<file path="src/i2cmts_pkg.sv">
// Shared types, status codes and constants for the I2C master transfer sequencer.
`timescale 1ns / 1ps

package i2cmts_pkg;

  // Longest transfer the byte counters are loaded with
  localparam int unsigned MAX_LEN = 256;
  localparam int unsigned CNT_W   = 9;
  localparam logic [CNT_W-1:0] CNT_MAX = {CNT_W{1'b1}};
  localparam logic [CNT_W-1:0] LEN_LIMIT =
    CNT_W'((MAX_LEN > 511) ? 511 : MAX_LEN);

  // Configuration register indexes
  localparam int unsigned CFG_IDX_W = 2;
  localparam logic [CFG_IDX_W-1:0] REG_SLAVE_ADDR = 2'd0;
  localparam logic [CFG_IDX_W-1:0] REG_SEND_LEN   = 2'd1;
  localparam logic [CFG_IDX_W-1:0] REG_RECV_LEN   = 2'd2;
  localparam int unsigned CFG_DATA_W = 9;

  // Item kinds
  localparam logic CMD_START  = 1'b0;
  localparam logic CMD_STATUS = 1'b1;

  // Controller status codes (low three bits masked off)
  localparam logic [7:0] STATUS_MASK       = 8'hF8;
  localparam logic [7:0] ST_START          = 8'h08;
  localparam logic [7:0] ST_RSTART         = 8'h10;
  localparam logic [7:0] ST_MT_SLA_ACK     = 8'h18;
  localparam logic [7:0] ST_MT_SLA_NACK    = 8'h20;
  localparam logic [7:0] ST_MT_DATA_ACK    = 8'h28;
  localparam logic [7:0] ST_MT_DATA_NACK   = 8'h30;
  localparam logic [7:0] ST_ARB_LOST       = 8'h38;
  localparam logic [7:0] ST_MR_SLA_ACK     = 8'h40;
  localparam logic [7:0] ST_MR_SLA_NACK    = 8'h48;
  localparam logic [7:0] ST_MR_DATA_ACK    = 8'h50;
  localparam logic [7:0] ST_MR_DATA_NACK   = 8'h58;

  typedef enum logic [1:0] {
    ACK_KEEP  = 2'd0,
    ACK_SET   = 2'd1,
    ACK_CLEAR = 2'd2
  } ack_e;

  typedef enum logic [1:0] {
    STA_KEEP  = 2'd0,
    STA_SET   = 2'd1,
    STA_CLEAR = 2'd2
  } sta_e;

  typedef struct packed {
    logic [6:0]       slave_address;
    logic [CNT_W-1:0] send_length;
    logic [CNT_W-1:0] recv_length;
  } cfg_t;

  typedef struct packed {
    logic       cmd;
    logic       read_not_write;
    logic [7:0] status_code;
    logic [7:0] bus_byte;
    logic [7:0] tx_byte;
  } item_t;

  typedef struct packed {
    logic             load_data;
    logic [7:0]       data_out;
    logic [7:0]       tx_index;
    logic             rx_valid;
    logic [7:0]       rx_data;
    logic [7:0]       rx_index;
    ack_e             ack_mode;
    logic             send_stop;
    sta_e             start_ctrl;
    logic             done_res;
    logic [CNT_W-1:0] bytes_moved;
  } res_t;

endpackage

</file>
<file path="src/i2c_master_transfer_sequencer.sv">
// An accepted input beat is held in the input register, then its result in the result register on the master side.
// Throughput: one item per cycle while m_tready_i is high; the input register refills while a result waits.
// The rate is set by the single decision stage between input and result registers.
// Reset clears the configuration registers, the transfer counters and both valid flags.
// Configuration writes are taken in every cycle (cfg_ready_o is always high).
`timescale 1ns / 1ps

module i2c_master_transfer_sequencer (
  input  logic                                  clk_i,
  input  logic                                  rst_ni,
  // Configuration write channel
  input  logic                                  cfg_valid_i,
  output logic                                  cfg_ready_o,
  input  logic [i2cmts_pkg::CFG_IDX_W-1:0]      cfg_index_i,
  input  logic [i2cmts_pkg::CFG_DATA_W-1:0]     cfg_data_i,
  // Input stream
  input  logic                                  s_tvalid_i,
  output logic                                  s_tready_o,
  // tdata: read_not_write[0], status_code[8:1], bus_byte[16:9], tx_byte[24:17], zero[31:25]
  input  logic [31:0]                           s_tdata_i,
  // tuser: cmd[0]
  input  logic                                  s_tuser_i,
  // Result stream
  output logic                                  m_tvalid_o,
  input  logic                                  m_tready_i,
  // tdata: data_out[7:0], tx_index[15:8], rx_data[23:16], rx_index[31:24],
  //        ack_mode[33:32], send_stop[34], start_ctrl[36:35], bytes_moved[45:37], zero[47:46]
  output logic [47:0]                           m_tdata_o,
  // tuser: load_data[0], rx_valid[1]
  output logic [1:0]                            m_tuser_o,
  // tlast: done_res
  output logic                                  m_tlast_o
);

  i2cmts_pkg::cfg_t  cfg;
  i2cmts_pkg::item_t in_item_q;
  i2cmts_pkg::res_t  res, out_res_q;
  logic              in_valid_q, out_valid_q;
  logic              advance, in_accept;

  assign cfg_ready_o = 1'b1;

  i2cmts_cfg u_cfg (
    .clk_i      (clk_i),
    .rst_ni     (rst_ni),
    .wr_en_i    (cfg_valid_i),
    .wr_index_i (cfg_index_i),
    .wr_data_i  (cfg_data_i),
    .cfg_o      (cfg)
  );

  // Move the held item into the result register when that slot frees up
  assign advance    = in_valid_q && (!out_valid_q || m_tready_i);
  assign s_tready_o = !in_valid_q || advance;
  assign in_accept  = s_tvalid_i && s_tready_o;

  i2cmts_step u_step (
    .clk_i  (clk_i),
    .rst_ni (rst_ni),
    .en_i   (advance),
    .item_i (in_item_q),
    .cfg_i  (cfg),
    .res_o  (res)
  );

  // Input register valid flag
  always_ff @(posedge clk_i or negedge rst_ni) begin
    if (!rst_ni) begin
      in_valid_q <= 1'b0;
    end else if (s_tready_o) begin
      in_valid_q <= s_tvalid_i;
    end
  end

  // Capture the input beat
  always_ff @(posedge clk_i) begin
    if (in_accept) begin
      in_item_q.cmd            <= s_tuser_i;
      in_item_q.read_not_write <= s_tdata_i[0];
      in_item_q.status_code    <= s_tdata_i[8:1];
      in_item_q.bus_byte       <= s_tdata_i[16:9];
      in_item_q.tx_byte        <= s_tdata_i[24:17];
    end
  end

  // Result register valid flag
  always_ff @(posedge clk_i or negedge rst_ni) begin
    if (!rst_ni) begin
      out_valid_q <= 1'b0;
    end else if (advance) begin
      out_valid_q <= 1'b1;
    end else if (m_tready_i) begin
      out_valid_q <= 1'b0;
    end
  end

  // Hold the result beat
  always_ff @(posedge clk_i) begin
    if (advance) begin
      out_res_q <= res;
    end
  end

  assign m_tvalid_o = out_valid_q;
  assign m_tdata_o  = {2'b00,
                       out_res_q.bytes_moved,
                       out_res_q.start_ctrl,
                       out_res_q.send_stop,
                       out_res_q.ack_mode,
                       out_res_q.rx_index,
                       out_res_q.rx_data,
                       out_res_q.tx_index,
                       out_res_q.data_out};
  assign m_tuser_o  = {out_res_q.rx_valid, out_res_q.load_data};
  assign m_tlast_o  = out_res_q.done_res;

endmodule

</file>
<file path="src/i2cmts_cfg.sv">
// Configuration registers: slave address and transfer lengths.
`timescale 1ns / 1ps

module i2cmts_cfg (
  input  logic                                  clk_i,
  input  logic                                  rst_ni,
  input  logic                                  wr_en_i,
  input  logic [i2cmts_pkg::CFG_IDX_W-1:0]      wr_index_i,
  input  logic [i2cmts_pkg::CFG_DATA_W-1:0]     wr_data_i,
  output i2cmts_pkg::cfg_t                      cfg_o
);

  i2cmts_pkg::cfg_t cfg_q, cfg_d;

  // Decode the register index; writes to unknown indexes are dropped
  always_comb begin
    cfg_d = cfg_q;
    if (wr_en_i) begin
      case (wr_index_i)
        i2cmts_pkg::REG_SLAVE_ADDR: cfg_d.slave_address = wr_data_i[6:0];
        i2cmts_pkg::REG_SEND_LEN:   cfg_d.send_length   = wr_data_i;
        i2cmts_pkg::REG_RECV_LEN:   cfg_d.recv_length   = wr_data_i;
        default: ;
      endcase
    end
  end

  always_ff @(posedge clk_i or negedge rst_ni) begin
    if (!rst_ni) begin
      cfg_q <= '0;
    end else begin
      cfg_q <= cfg_d;
    end
  end

  assign cfg_o = cfg_q;

endmodule

</file>
<file path="src/i2cmts_step.sv">
// Transfer state and the per-item decision logic of the sequencer.
`timescale 1ns / 1ps

module i2cmts_step (
  input  logic               clk_i,
  input  logic               rst_ni,
  input  logic               en_i,
  input  i2cmts_pkg::item_t  item_i,
  input  i2cmts_pkg::cfg_t   cfg_i,
  output i2cmts_pkg::res_t   res_o
);

  localparam int unsigned W = i2cmts_pkg::CNT_W;

  logic         read_mode_q, read_mode_d;
  logic [W-1:0] tx_rem_q, tx_rem_d;
  logic [W-1:0] rx_rem_q, rx_rem_d;
  logic [W-1:0] tx_pos_q, tx_pos_d;
  logic [W-1:0] rx_pos_q, rx_pos_d;

  logic [7:0]   code;
  logic [W-1:0] tx_pos_inc, rx_pos_inc, tx_rem_dec, rx_rem_dec;
  logic [W-1:0] send_len_clamped, recv_len_clamped;

  assign code = item_i.status_code & i2cmts_pkg::STATUS_MASK;

  // Saturating counter steps
  assign tx_pos_inc = (tx_pos_q == i2cmts_pkg::CNT_MAX) ? tx_pos_q : tx_pos_q + W'(1);
  assign rx_pos_inc = (rx_pos_q == i2cmts_pkg::CNT_MAX) ? rx_pos_q : rx_pos_q + W'(1);
  assign tx_rem_dec = (tx_rem_q == '0) ? tx_rem_q : tx_rem_q - W'(1);
  assign rx_rem_dec = (rx_rem_q == '0) ? rx_rem_q : rx_rem_q - W'(1);

  // Clamp the programmed lengths to the counter limit
  assign send_len_clamped = (cfg_i.send_length > i2cmts_pkg::LEN_LIMIT) ?
                            i2cmts_pkg::LEN_LIMIT : cfg_i.send_length;
  assign recv_len_clamped = (cfg_i.recv_length > i2cmts_pkg::LEN_LIMIT) ?
                            i2cmts_pkg::LEN_LIMIT : cfg_i.recv_length;

  // Decide the controller action and the next transfer state
  always_comb begin
    res_o       = '0;
    read_mode_d = read_mode_q;
    tx_rem_d    = tx_rem_q;
    rx_rem_d    = rx_rem_q;
    tx_pos_d    = tx_pos_q;
    rx_pos_d    = rx_pos_q;

    if (item_i.cmd == i2cmts_pkg::CMD_START) begin
      read_mode_d      = item_i.read_not_write;
      tx_rem_d         = send_len_clamped;
      rx_rem_d         = recv_len_clamped;
      tx_pos_d         = '0;
      rx_pos_d         = '0;
      res_o.ack_mode   = item_i.read_not_write ? i2cmts_pkg::ACK_KEEP
                                               : i2cmts_pkg::ACK_CLEAR;
      res_o.start_ctrl = i2cmts_pkg::STA_SET;
    end else begin
      case (code) inside
        i2cmts_pkg::ST_START, i2cmts_pkg::ST_RSTART: begin
          res_o.load_data  = 1'b1;
          res_o.data_out   = {cfg_i.slave_address, read_mode_q};
          res_o.start_ctrl = i2cmts_pkg::STA_CLEAR;
        end
        i2cmts_pkg::ST_MT_SLA_ACK, i2cmts_pkg::ST_MT_DATA_ACK: begin
          // Address ack always loads the first byte; data ack only while bytes remain
          if (code == i2cmts_pkg::ST_MT_SLA_ACK || tx_rem_q != '0) begin
            res_o.load_data = 1'b1;
            res_o.data_out  = item_i.tx_byte;
            res_o.tx_index  = tx_pos_q[7:0];
            tx_pos_d        = tx_pos_inc;
            tx_rem_d        = tx_rem_dec;
          end else begin
            res_o.send_stop = 1'b1;
            res_o.done_res  = 1'b1;
          end
          res_o.start_ctrl = i2cmts_pkg::STA_CLEAR;
        end
        i2cmts_pkg::ST_MT_SLA_NACK, i2cmts_pkg::ST_MT_DATA_NACK,
        i2cmts_pkg::ST_MR_SLA_NACK: begin
          res_o.send_stop  = 1'b1;
          res_o.start_ctrl = i2cmts_pkg::STA_CLEAR;
          res_o.done_res   = 1'b1;
        end
        i2cmts_pkg::ST_ARB_LOST: begin
          res_o.send_stop = 1'b1;
          res_o.done_res  = 1'b1;
        end
        i2cmts_pkg::ST_MR_SLA_ACK: begin
          res_o.ack_mode   = (rx_rem_q <= W'(1)) ? i2cmts_pkg::ACK_CLEAR
                                                 : i2cmts_pkg::ACK_SET;
          res_o.start_ctrl = i2cmts_pkg::STA_CLEAR;
        end
        i2cmts_pkg::ST_MR_DATA_ACK, i2cmts_pkg::ST_MR_DATA_NACK: begin
          res_o.rx_valid = 1'b1;
          res_o.rx_data  = item_i.bus_byte;
          res_o.rx_index = rx_pos_q[7:0];
          rx_pos_d       = rx_pos_inc;
          rx_rem_d       = rx_rem_dec;
          if (code == i2cmts_pkg::ST_MR_DATA_ACK) begin
            res_o.ack_mode = (rx_rem_dec <= W'(1)) ? i2cmts_pkg::ACK_CLEAR
                                                   : i2cmts_pkg::ACK_SET;
          end else begin
            res_o.send_stop = 1'b1;
            res_o.done_res  = 1'b1;
          end
          res_o.start_ctrl = i2cmts_pkg::STA_CLEAR;
        end
        default: begin
          // Unknown status: stop and restart
          res_o.send_stop  = 1'b1;
          res_o.start_ctrl = i2cmts_pkg::STA_SET;
        end
      endcase
    end

    res_o.bytes_moved = read_mode_d ? rx_pos_d : tx_pos_d;
  end

  // Advance the transfer state once per processed item
  always_ff @(posedge clk_i or negedge rst_ni) begin
    if (!rst_ni) begin
      read_mode_q <= 1'b0;
      tx_rem_q    <= '0;
      rx_rem_q    <= '0;
      tx_pos_q    <= '0;
      rx_pos_q    <= '0;
    end else if (en_i) begin
      read_mode_q <= read_mode_d;
      tx_rem_q    <= tx_rem_d;
      rx_rem_q    <= rx_rem_d;
      tx_pos_q    <= tx_pos_d;
      rx_pos_q    <= rx_pos_d;
    end
  end

endmodule

</file>
<file path="config.mk">
export PLATFORM = sky130hd
export DESIGN_NAME = i2c_master_transfer_sequencer
export DESIGN_NICKNAME = d
export VERILOG_FILES = /design/src/i2cmts_pkg.sv /design/src/i2c_master_transfer_sequencer.sv /design/src/i2cmts_cfg.sv /design/src/i2cmts_step.sv
export SDC_FILE = /design/constraint.sdc
export NUM_CORES = 1
export LEC_CHECK = 0
export BUFFER_PORTS_ARGS = -buffer_cell sky130_fd_sc_hd__buf_4
export CAP_MARGIN = 20
export CORE_MARGIN = 8
export CORE_UTILIZATION = 51
export CTS_CLUSTER_DIAMETER = 40
export CTS_CLUSTER_SIZE = 12
export DETAILED_ROUTE_END_ITERATION = 12
export PLACE_DENSITY_LB_ADDON = 0.05
export RECOVER_POWER = 50
export SLEW_MARGIN = 5
export SYNTH_ARGS = -nofsm -noshare
export SYNTH_HDL_FRONTEND = slang
export SYNTH_SLANG_ARGS = --single-unit
</file>
<file path="constraint.sdc">
create_clock -name clk_i -period 2.9 [get_ports clk_i]
set_input_delay 0.145 -clock clk_i [delete_from_list [all_inputs] [get_ports clk_i]]
set_output_delay 0.145 -clock clk_i [all_outputs]
set_load 0.01 [all_outputs]
</file>
Word-level counts from Yosys, hierarchy flattened. Cells that the tools add are included.

Register bits after elaboration: 139. Logic and storage cells: 152. Input bits: 49.

Equality and inequality tests: 24. Order comparisons: 4. Multiplexer cells: 65. $add $sub $neg: 4. Bitwise gates (word level): 4. Reductions and logical operators: 25.

Operators with widths (number): 9-bit 2-to-1 mux (31); 17-bit 2-to-1 mux (2); 2-bit 2-to-1 mux (17); 5-bit by 3-bit == test with 1-bit output (second input constant) (4); 5-bit by 4-bit == test with 1-bit output (second input constant) (4); 9-bit by 1-bit adder with 9-bit output (second input constant) (2); 9-bit == test (second input constant) (2); 9-bit > comparator (second input constant) (2); 9-bit by 1-bit <= comparator with 1-bit output (second input constant) (2); 9-bit logical NOT (2); 9-bit by 1-bit subtractor with 9-bit output (second input constant) (2); 1-bit 2-to-1 mux (15); 2-bit != test (second input constant) (6); 11-bit OR reduction (1); 5-bit by 2-bit == test with 1-bit output (second input constant) (2); 10-bit OR reduction (1); 9-bit nonzero test (1); 7-bit AND reduction (1); 2-bit by 1-bit != test with 1-bit output (second input constant) (3); 2-bit AND reduction (3); 2-bit OR reduction (3); 3-bit OR reduction (2); 5-bit by 1-bit == test with 1-bit output (second input constant) (1); 5-bit AND reduction (1); 9 further kinds (16).

Longest topological paths before layout. Gate-level depths: netlist of the first run.

Word-level depth: 12. Depth in mapped cells: 8. Mapped depth without buffers: 7.

Cells and area by module. Synthesis of the first run repeated with hierarchy kept, for this count alone.

Cell total of the unflattened synthesis: 564. Area total of the unflattened synthesis: 6632.6 um^2.

By module, submodules not included: i2cmts_step (area an instance 3298.2 um^2, instances 1, cells an instance 423, sequential area each 925.9 um^2); i2c_master_transfer_sequencer (area an instance 2386.0 um^2, instances 1, cells an instance 88, sequential area each 2302.2 um^2); i2cmts_cfg (area an instance 948.4 um^2, instances 1, cells an instance 53, sequential area each 625.6 um^2).

Worst setup path after synthesis of the first run. No wires, ideal clock.

Kind: reg2reg. Start: reg out_valid_q (netlist: m_tvalid_o). End: reg u_step.rx_pos_q[6]. Arrival time: 2.976 ns. Buffers on the path: 2. Setup time: 0.075 ns. Required time: 2.825 ns. Path slack: -0.151 ns. Cell stages (with the launch flop): 8. Cells stage by stage: dfrtp_1 nand2b_1 nand2_1 inv_1 clkbuf_1 clkbuf_1 o2111ai_1 nand2_1.

Word-level cells in the longest chain between the ends: 3.

Ends and longest elaborated chain: start, declared (RTL line i2c_master_transfer_sequencer.sv:38) `logic in_valid_q, out_valid_q;`; start signal, assigned (RTL line i2c_master_transfer_sequencer.sv:89) `out_valid_q <= 1'b0;`; start signal, assigned (RTL line i2c_master_transfer_sequencer.sv:91) `out_valid_q <= 1'b1;`; start signal, assigned (RTL line i2c_master_transfer_sequencer.sv:93) `out_valid_q <= 1'b0;`; 1-bit logical NOT (RTL line i2c_master_transfer_sequencer.sv:53) `assign advance = in_valid_q && (!out_valid_q || m_tready_i);`; 1-bit logical OR (RTL line i2c_master_transfer_sequencer.sv:53); 1-bit logical AND (RTL line i2c_master_transfer_sequencer.sv:53); via advance (RTL line i2c_master_transfer_sequencer.sv:39) `logic advance, in_accept;`; end signal, assigned (RTL line i2cmts_step.sv:132) `rx_pos_q <= rx_pos_d;`; end, declared (RTL line i2cmts_step.sv:19) `logic [W-1:0] rx_pos_q, rx_pos_d;`.

The timed path passes the listed nets, and every way through them passes these cells. A chain may end at the register's enable or synchronous reset.

Final worst setup path of the first run.
Start: reg u_step.tx_rem_q[0]. End: reg out_res_q, in the netlist m_tuser_o[0], data pin.

Word-level cells in the longest chain between the ends: 5.

Ends and longest elaborated chain: start, declared (RTL line i2cmts_step.sv:16) `logic [W-1:0] tx_rem_q, tx_rem_d;`; start signal, assigned (RTL line i2cmts_step.sv:129) `tx_rem_q <= tx_rem_d;`; 9-bit nonzero test (RTL line i2cmts_step.sv:66) `if (code == i2cmts_pkg::ST_MT_SLA_ACK || tx_rem_q != '0) begin`; 1-bit logical OR (RTL line i2cmts_step.sv:66); 17-bit 2-to-1 mux (RTL line i2cmts_step.sv:66); 9-bit 2-to-1 mux (2 in series) (RTL line i2cmts_step.sv:58) `case (code) inside`; end signal, assigned (RTL line i2c_master_transfer_sequencer.sv:100) `out_res_q <= res;`; end, declared (RTL line i2c_master_transfer_sequencer.sv:37) `i2cmts_pkg::res_t res, out_res_q;`.

Every way passes these cells.

==> results of run 1 <==
-- cell families (layout without fill, tap and decap cells) --
kind of cell | Yosys count | in the layout | share of synthesized area, %
buffers and inverters | 46 | 184 | 2.902
DFF | 136 | 136 | 58.20
muxes | 40 | 40 | 6.714
other | 2 | 3 | 0.1161
AOI/OAI and AO/OA | 131 | 131 | 14.26
adders and majority gates | 6 | 6 | 1.161
xor gates and xnor gates | 9 | 9 | 1.219
and+or+nand+nor | 178 | 178 | 15.42
-- state kept, by name, summed over array words and instances, names as in the netlist, 2 cells and up --
register and cells:
m_tdata_o 46, m_tuser_o 2, u_step.rx_pos_q 9, in_item_q 23, u_step.tx_rem_q 9, u_step.rx_rem_q 9
u_step.tx_pos_q 9, u_cfg.cfg_o 25
-- worst max path at each step --
stage,start,to,slack [ns],depth (start not counted)
after global placement,u_step.tx_rem_q[0]$_DFFE_PN0P_,m_tlast_o$_SDFFCE_PP0P_,0.41,7
after floorplan,u_step.tx_rem_q[0]$_DFFE_PN0P_,m_tlast_o$_SDFFCE_PP0P_,0.61,8
after CTS,u_step.tx_rem_q[0]$_DFFE_PN0P_,m_tlast_o$_SDFFCE_PP0P_,0.31,7
after detailed placement,u_step.tx_rem_q[0]$_DFFE_PN0P_,m_tlast_o$_SDFFCE_PP0P_,0.33,7
final,u_step.tx_rem_q[0]$_DFFE_PN0P_,m_tuser_o[0]$_SDFFCE_PN0P_,0.26,7
after global routing,u_step.tx_rem_q[0]$_DFFE_PN0P_,m_tuser_o[0]$_SDFFCE_PN0P_,0.17,7
-- synth_stat cells (all sizes together), types with 6 or more instances --
cell,instances
xnor2,6
o21ai,17
mux2i,13
dfrtp,64
a21oi,31
and4,7
nor3,12
buf,7
nand3,16
nor2b,10
a31oi,8
nor4,7
o22ai,9
a22o,15
o31ai,6
and2,12
clkbuf,24
edfxtp,72
mux2,27
and3,19
ha,6
inv,15
nor2,26
nand2,37
-- metal layers --
layer | up-vias | track usage, % | wire (um)
met2 | 167 | 34.51 | 8069
met3 | 27 | 4.592 | 830
li1 | 2346 | - | -
met1 | 2420 | 21.79 | 6398
met5 | - | 0 | 0
met4 | 0 | 8.708 | 309
-- layout make-up --
type                    count  area [um^2]
repair buffers            137        904.6
inverters                  15        56.30
fillers                  1046         4493
multi-input cells         367         2519
clock inverters             7        70.07
well taps                 172        215.2
clock buffers              25        495.5
flip-flops and latches    136         3764
-- power by group --
group          internal, W  leakage [nW]  switching [W]
logic             0.000401          1.46       0.000474
clock network      0.00127         0.266       0.000771
registers          0.00229          1.51       0.000239
total              0.00396          3.23        0.00148
-- metrics by stage --
stage | instance area (um^2) | setup WS (ns)
floorplan | 6471 | 0.6123
global placement | 7320 | 0.4117
detailed placement | 7320 | 0.3271
CTS | 8225 | 0.3135
global route | 8024 | 0.1675
finish | 8024 | 0.2640
-- tightest hold or removal path, cell delays in order --
cell and delay, ns:
buf_4 0.08, nand3b_1 0.12, nand2b_1 0.06
-- cell usage in the layout (no fill, tap or decap), drive strengths merged, types with 12 or more instances in the layout --
cell type and n:
clkbuf 105, edfxtp 72, dfrtp 64, nand2 37, dlygate4sd3 34, a21oi 31, mux2 27, nor2 26
buf 23, and3 19, o21ai 17, nand3 16, a22o 15, inv 15, mux2i 13, and2 12
nor3 12
==> results_dict.tcl, run 1 <==
set metrics [dict create \
    cts.path.max_buffers 2 \
    netlist_top_cells_area "edfxtp_1 (33%), dfrtp_1 (25%), mux2_2 (4.7%)" \
    avgSynthCellArea_um2 11.80 \
    drt_iter0_drc 411 \
    netlist.area_leader.share_pct 33.44 \
    synth_area_leader_cell "edfxtp_1" \
    r2r_setup_slack_ns 0.26 \
    drv_slew 65 \
    num_rows 41 \
    fmax_ghz 0.3794 \
    die_w_um 128.6 \
    cts_setup_buffers 0 \
    drv_cap 1 \
    cp_max_fo 9 \
    cts_resized 0 \
    gr-total-overflow 0 \
    finalSetupViolCount 0 \
    worstReg2RegStart "u_step.tx_rem_q[0]$_DFFE_PN0P_" \
    slowest_delay_ns 0.51 \
    synthCells 548 \
    io_buffer_count 89 \
    hold_buffers 34 \
    vias_per_cell 5.774 \
    r2r_end "m_tuser_o[0]$_SDFFCE_PN0P_" \
    pwr_density_cell_nw_per_um2 678.0 \
    failed_checks "capacitance limit, slew limit" \
    netlist_area_um2 6466 \
    cp_num_buf_inv 2 \
    fin_cells 859 \
    critical_path.top_delay_family "simple AND/OR/NAND/NOR gates" \
    synth_ff_type "edfxtp_1" \
    min_path_cells 3 \
    dieArea_um2 16540 \
    grt_util_all_layers_pct 19.43 \
    gp_congestion 0.8334 \
    worstHoldEndpoint "in_valid_q$_DFFE_PN0N_" \
    fin_nets 729 \
    worst_hold_path_type "in -> reg" \
    startpoint_type "flop" \
    synth_edf_count 72 \
    period_share_pct 90.89 \
    rsz0062_at_grt "no" \
    vdd_drop_max_mv 0.3666 \
    grt_pass1_vias 4935 \
    start_util_pct 51.66 \
    grt_max_degree 65 \
    areaGrowthSynthToFinish_pct 24.09 \
    ant_nets 0 \
    tightest_slew_ns 1.678 \
    finClkSkew_ns 0.008873 \
    crit_required_ns 3.06 \
    worst_skew_pair.late_latency_ns 0.42 \
    yosys_register_bits 136 \
    critPathCaptureType "flop" \
    vias 4960 \
    core_region_area_um2 12520 \
    grt_pass1_wl_um 24940 \
    path_cells "inv_1 > ha_1 > or4b_4 > a311oi_2 > nor3_2 > buf_6 > or2_2" \
    yosysSeqAreaShare_pct 58.20 \
    drc 0 \
    crit_type "reg -> reg" \
    report.final.hold_viol_count 0 \
    die-height_um 128.6 \
    tns_ns 0 \
    cts_buffers 17 \
    hp-start "m_tready_i" \
    status "finished with violations" \
    wl_per_cell_um 18.17 \
    wl_um 15610 \
    utilization_pct 64.10 \
    cts.clk_slew.worst_paths_ns 0.06 \
    yosys_warnings 0 \
    cpMaxStageDelayCell "or4b_4" \
    fin_crit_ns 2.636 \
    hpwl_um 10410 \
    root_buffer "clkbuf_16" \
    async_flop_share_pct 47.06 \
    boundaryPins 103 \
    antenna_found_initial 0 \
    slew_headroom_pct -11.88 \
    synth_cell_type_count 64 \
    total_power_w 0.005440 \
    antenna-diode-count 0 \
    cp.arrival_ns 2.80 \
    cts.sinks 136 \
    dr.pass1.iters 5 \
    power.leakage_nw 3.227 \
    dp_cells 792 \
    timing.hold.ws_ns 0.03827 \
    reg2regPathDepth 7 \
    tritoncts "yes" \
    drive_gt1_share_pct 16.89 \
    h-tree-depth 4 \
]
Note: power is estimated with default switching activity, not from simulation.
==> run 2: changes to the inputs <==
- ABC_AREA: unset -> 1
- MAX_ROUTING_LAYER: unset -> met4
==> run 2 against run 1 <==
  * The flow still finishes with violations (capacitance limit, slew limit)
  * Worst setup slack improved by 0.32 ns
  * Routed wire length up 1.0%
  * Cell count increased by 20%
  * Sequential share of layout area shrank 0.49 points
  * Worst hold slack got worse by 0.014 ns
  * Utilization grew 0.15 points
  * Power increased by 16%
  * Largest power group unchanged
==> results_dict.tcl, run 2 <==
set metrics [dict create \
    synth_ff_type "edfxtp_1" \
    layout_setup_ws_ns 0.5857 \
    tns_ns 0 \
    grt_max_degree 65 \
    busiest_layer "met2" \
    crit_top_cell "nand2_1" \
    yosys.area_share.simple_pct 24.91 \
    vdd_drop_max_mv 0.5366 \
    total_power_w 0.006296 \
    finalSetupViolCount 0 \
    boundaryPins 103 \
    synth_cell_type_count 43 \
    p_switching_w 0.002039 \
    synth-compound-area-share_pct 7.743 \
    startpoint_type "primary input" \
    avgSynthCellArea_um2 9.103 \
    grt.met1_usage_pct 22.72 \
    path_cells "dlygate4sd3_1 > clkbuf_4 > inv_1 > nand2_1 > nand2_1 > clkbuf_1 > inv_2 > buf_4 > nand4_1 > o21ai_0" \
    cts_setup_buffers 0 \
    cpMaxStageDelayCell "clkbuf_1" \
    dp_cells 974 \
    async_flop_share_pct 47.06 \
    start_util_pct 52.37 \
    utilization_pct 64.26 \
    ys_top_cells_by_count "nand2_1 (174), inv_1 (82), edfxtp_1 (72)" \
    die_w_um 129.8 \
    gp_congestion 0.8249 \
    wl_um 15770 \
    drc 0 \
    h-tree-depth 4 \
    layout_commonest_cell "nand2_1" \
    fin_cells 1032 \
    ant_nets 0 \
    grt_use_met3_pct 5.100 \
    grt_use_met2_pct 35.25 \
    grt_pass1_wl_um 26120 \
    status "finished with violations" \
    hpwl_um 11290 \
    netlist.area_leader.share_pct 32.71 \
    largest_register_ffs 46 \
    vias_per_cell 5.168 \
    drv_slew 65 \
    yosysMostFrequentCell "nand2_1" \
    place_ws_ns 0.7920 \
    yosys_warnings 0 \
    failed_checks "capacitance limit, slew limit" \
    cts.path.max_buffers 2 \
    synth_area_leader_cell "edfxtp_1" \
    cts.clk_slew.worst_paths_ns 0.06 \
    root_buffer "clkbuf_16" \
    rsz0062_at_grt "no" \
    synth_edf_count 72 \
    crit_required_ns 3.18 \
    synth_mux_area_share_pct 0 \
    synthCells 726 \
    nFillCells 1131 \
    p_clk_share_pct 34.7 \
    tightest_slew_ns 1.659 \
    synth_adder_area_share_pct 1.136 \
    num_rows 41 \
    dieArea_um2 16860 \
    tritoncts "yes" \
    fmax_ghz 0.4321 \
    cts.sinks 136 \
    core_region_area_um2 12620 \
    combPwrFrac_pct 23.9 \
    slowest_delay_ns 0.63 \
    report.final.hold_viol_count 0 \
    drive_gt1_share_pct 13.95 \
    wl_per_cell_um 15.28 \
    grt_pass1_vias 5449 \
    cp_max_fo 30 \
    worst_hold_path_type "in -> reg" \
    fin_nets 902 \
    netlist_area_um2 6609 \
    drv_cap 1 \
    mostFrequentLayoutCells "nand2_1 (174), inv_1 (81), edfxtp_1 (72)" \
    gr-total-overflow 0 \
    yosys_register_bits 136 \
    fin_crit_ns 2.314 \
    synth_top_family_by_area "simple AND/OR/NAND/NOR gates" \
    die-height_um 129.8 \
    slew_headroom_pct -10.60 \
    period_share_pct 79.80 \
    p_int_w 0.004257 \
    synth_xor_area_share_pct 1.988 \
    pwr_density_cell_nw_per_um2 776.4 \
    crit_type "in -> reg" \
    antenna-diode-count 0 \
    vias 5333 \
    cp.arrival_ns 2.59 \
    antenna_found_initial 0 \
    netSwitchingFraction_pct 32.39 \
    worst_skew_pair.late_latency_ns 0.42 \
    areaGrowthSynthToFinish_pct 22.70 \
    grt_util_all_layers_pct 20.45 \
    finClkSkew_ns 0.005624 \
    netlist_top_cells_area "edfxtp_1 (33%), dfrtp_1 (24%), nand2_1 (9.9%)" \
    io_buffer_count 89 \
    pwr-share-seq_pct 41.4 \
    critPathCaptureType "flop" \
    dr.pass1.iters 5 \
    drt_iter0_drc 325 \
    cts_buffers 17 \
    power.leakage_nw 3.577 \
    yosysSeqAreaShare_pct 56.95 \
]
## run 2: cell type report
type / count / area [um^2] / share of cell area (%)
multi-input combinational: 477 / 2376 / 29.30
tap: 172 / 215.2 / 2.654
clock buffer: 18 / 429.2 / 5.292
timing repair buffer: 122 / 798.3 / 9.844
clock inverter: 14 / 173.9 / 2.145
inverter: 93 / 352.8 / 4.351
sequential: 136 / 3764 / 46.41
## run 2: logic make-up after synthesis
group	after synthesis
buf+inv	114
other cells	2
xor+xnor	15
fa+ha+maj	6
compound gates	96
flops	136
simple gates	357
## run 2: layer usage
layer	vias to the layer above	part of all wire, %
li1	2642	-
met1	2550	43
met2	124	52
met3	17	4.4
met4	0	1.4
met5	-	0
## run 2: timing repair
| action | CTS | global route |
|---|---|---|
| endpoints found under the hold margin | 89 | 0 |
| gates resized for setup | 0 | 0 |
| hold buffers | 26 | 0 |
## run 2: metrics by stage
step                      hold slack, ns  area [um^2]
final                            0.02396         8109
after global routing             0.04486         8109
after CTS                        0.01604         8292
after detailed placement          0.3218         7428
after global placement            0.3101         7428
after floorplan                  -0.1506         6613
## run 2: critical path, delay by kind of cell
kind,cells,cell delay [ns]
AND/OR/NAND/NOR,3,0.26
buffers and inverters,6,2.08
AO/OA/AOI/OAI,1,0.10
## run 2: power groups by stage
stage	Combinational [W]	Clock [W]	Sequential (W)
2_1_floorplan	0.00105	0	0.00263
3_3_place_gp	0.00150	0	0.00263
3_5_place_dp	0.00154	0	0.00264
4_1_cts	0.00158	0.00222	0.00261
5_1_grt	0.00172	0.00230	0.00265
6_report	0.00151	0.00218	0.00261
## run 2: final timing paths
check,from,end,slack [ns],depth (start not counted)
worst max-delay path,m_tready_i,u_step.tx_pos_q[6]$_DFFE_PN0P_,0.59,10
worst min-delay path,cfg_data_i[7],u_cfg.cfg_o[16]$_DFFE_PN0P_,0.02,3
worst max register to register,m_tvalid_o$_DFFE_PN0P_,u_step.tx_pos_q[6]$_DFFE_PN0P_,0.66,7
worst min register to register,u_cfg.cfg_o[24]$_DFFE_PN0P_,u_cfg.cfg_o[24]$_DFFE_PN0P_,0.48,2
max in group asynchronous,rst_ni,u_step.rx_rem_q[4]$_DFFE_PN0P_,1.19,2
min in group asynchronous,rst_ni,u_step.tx_pos_q[0]$_DFFE_PN0P_,0.72,2
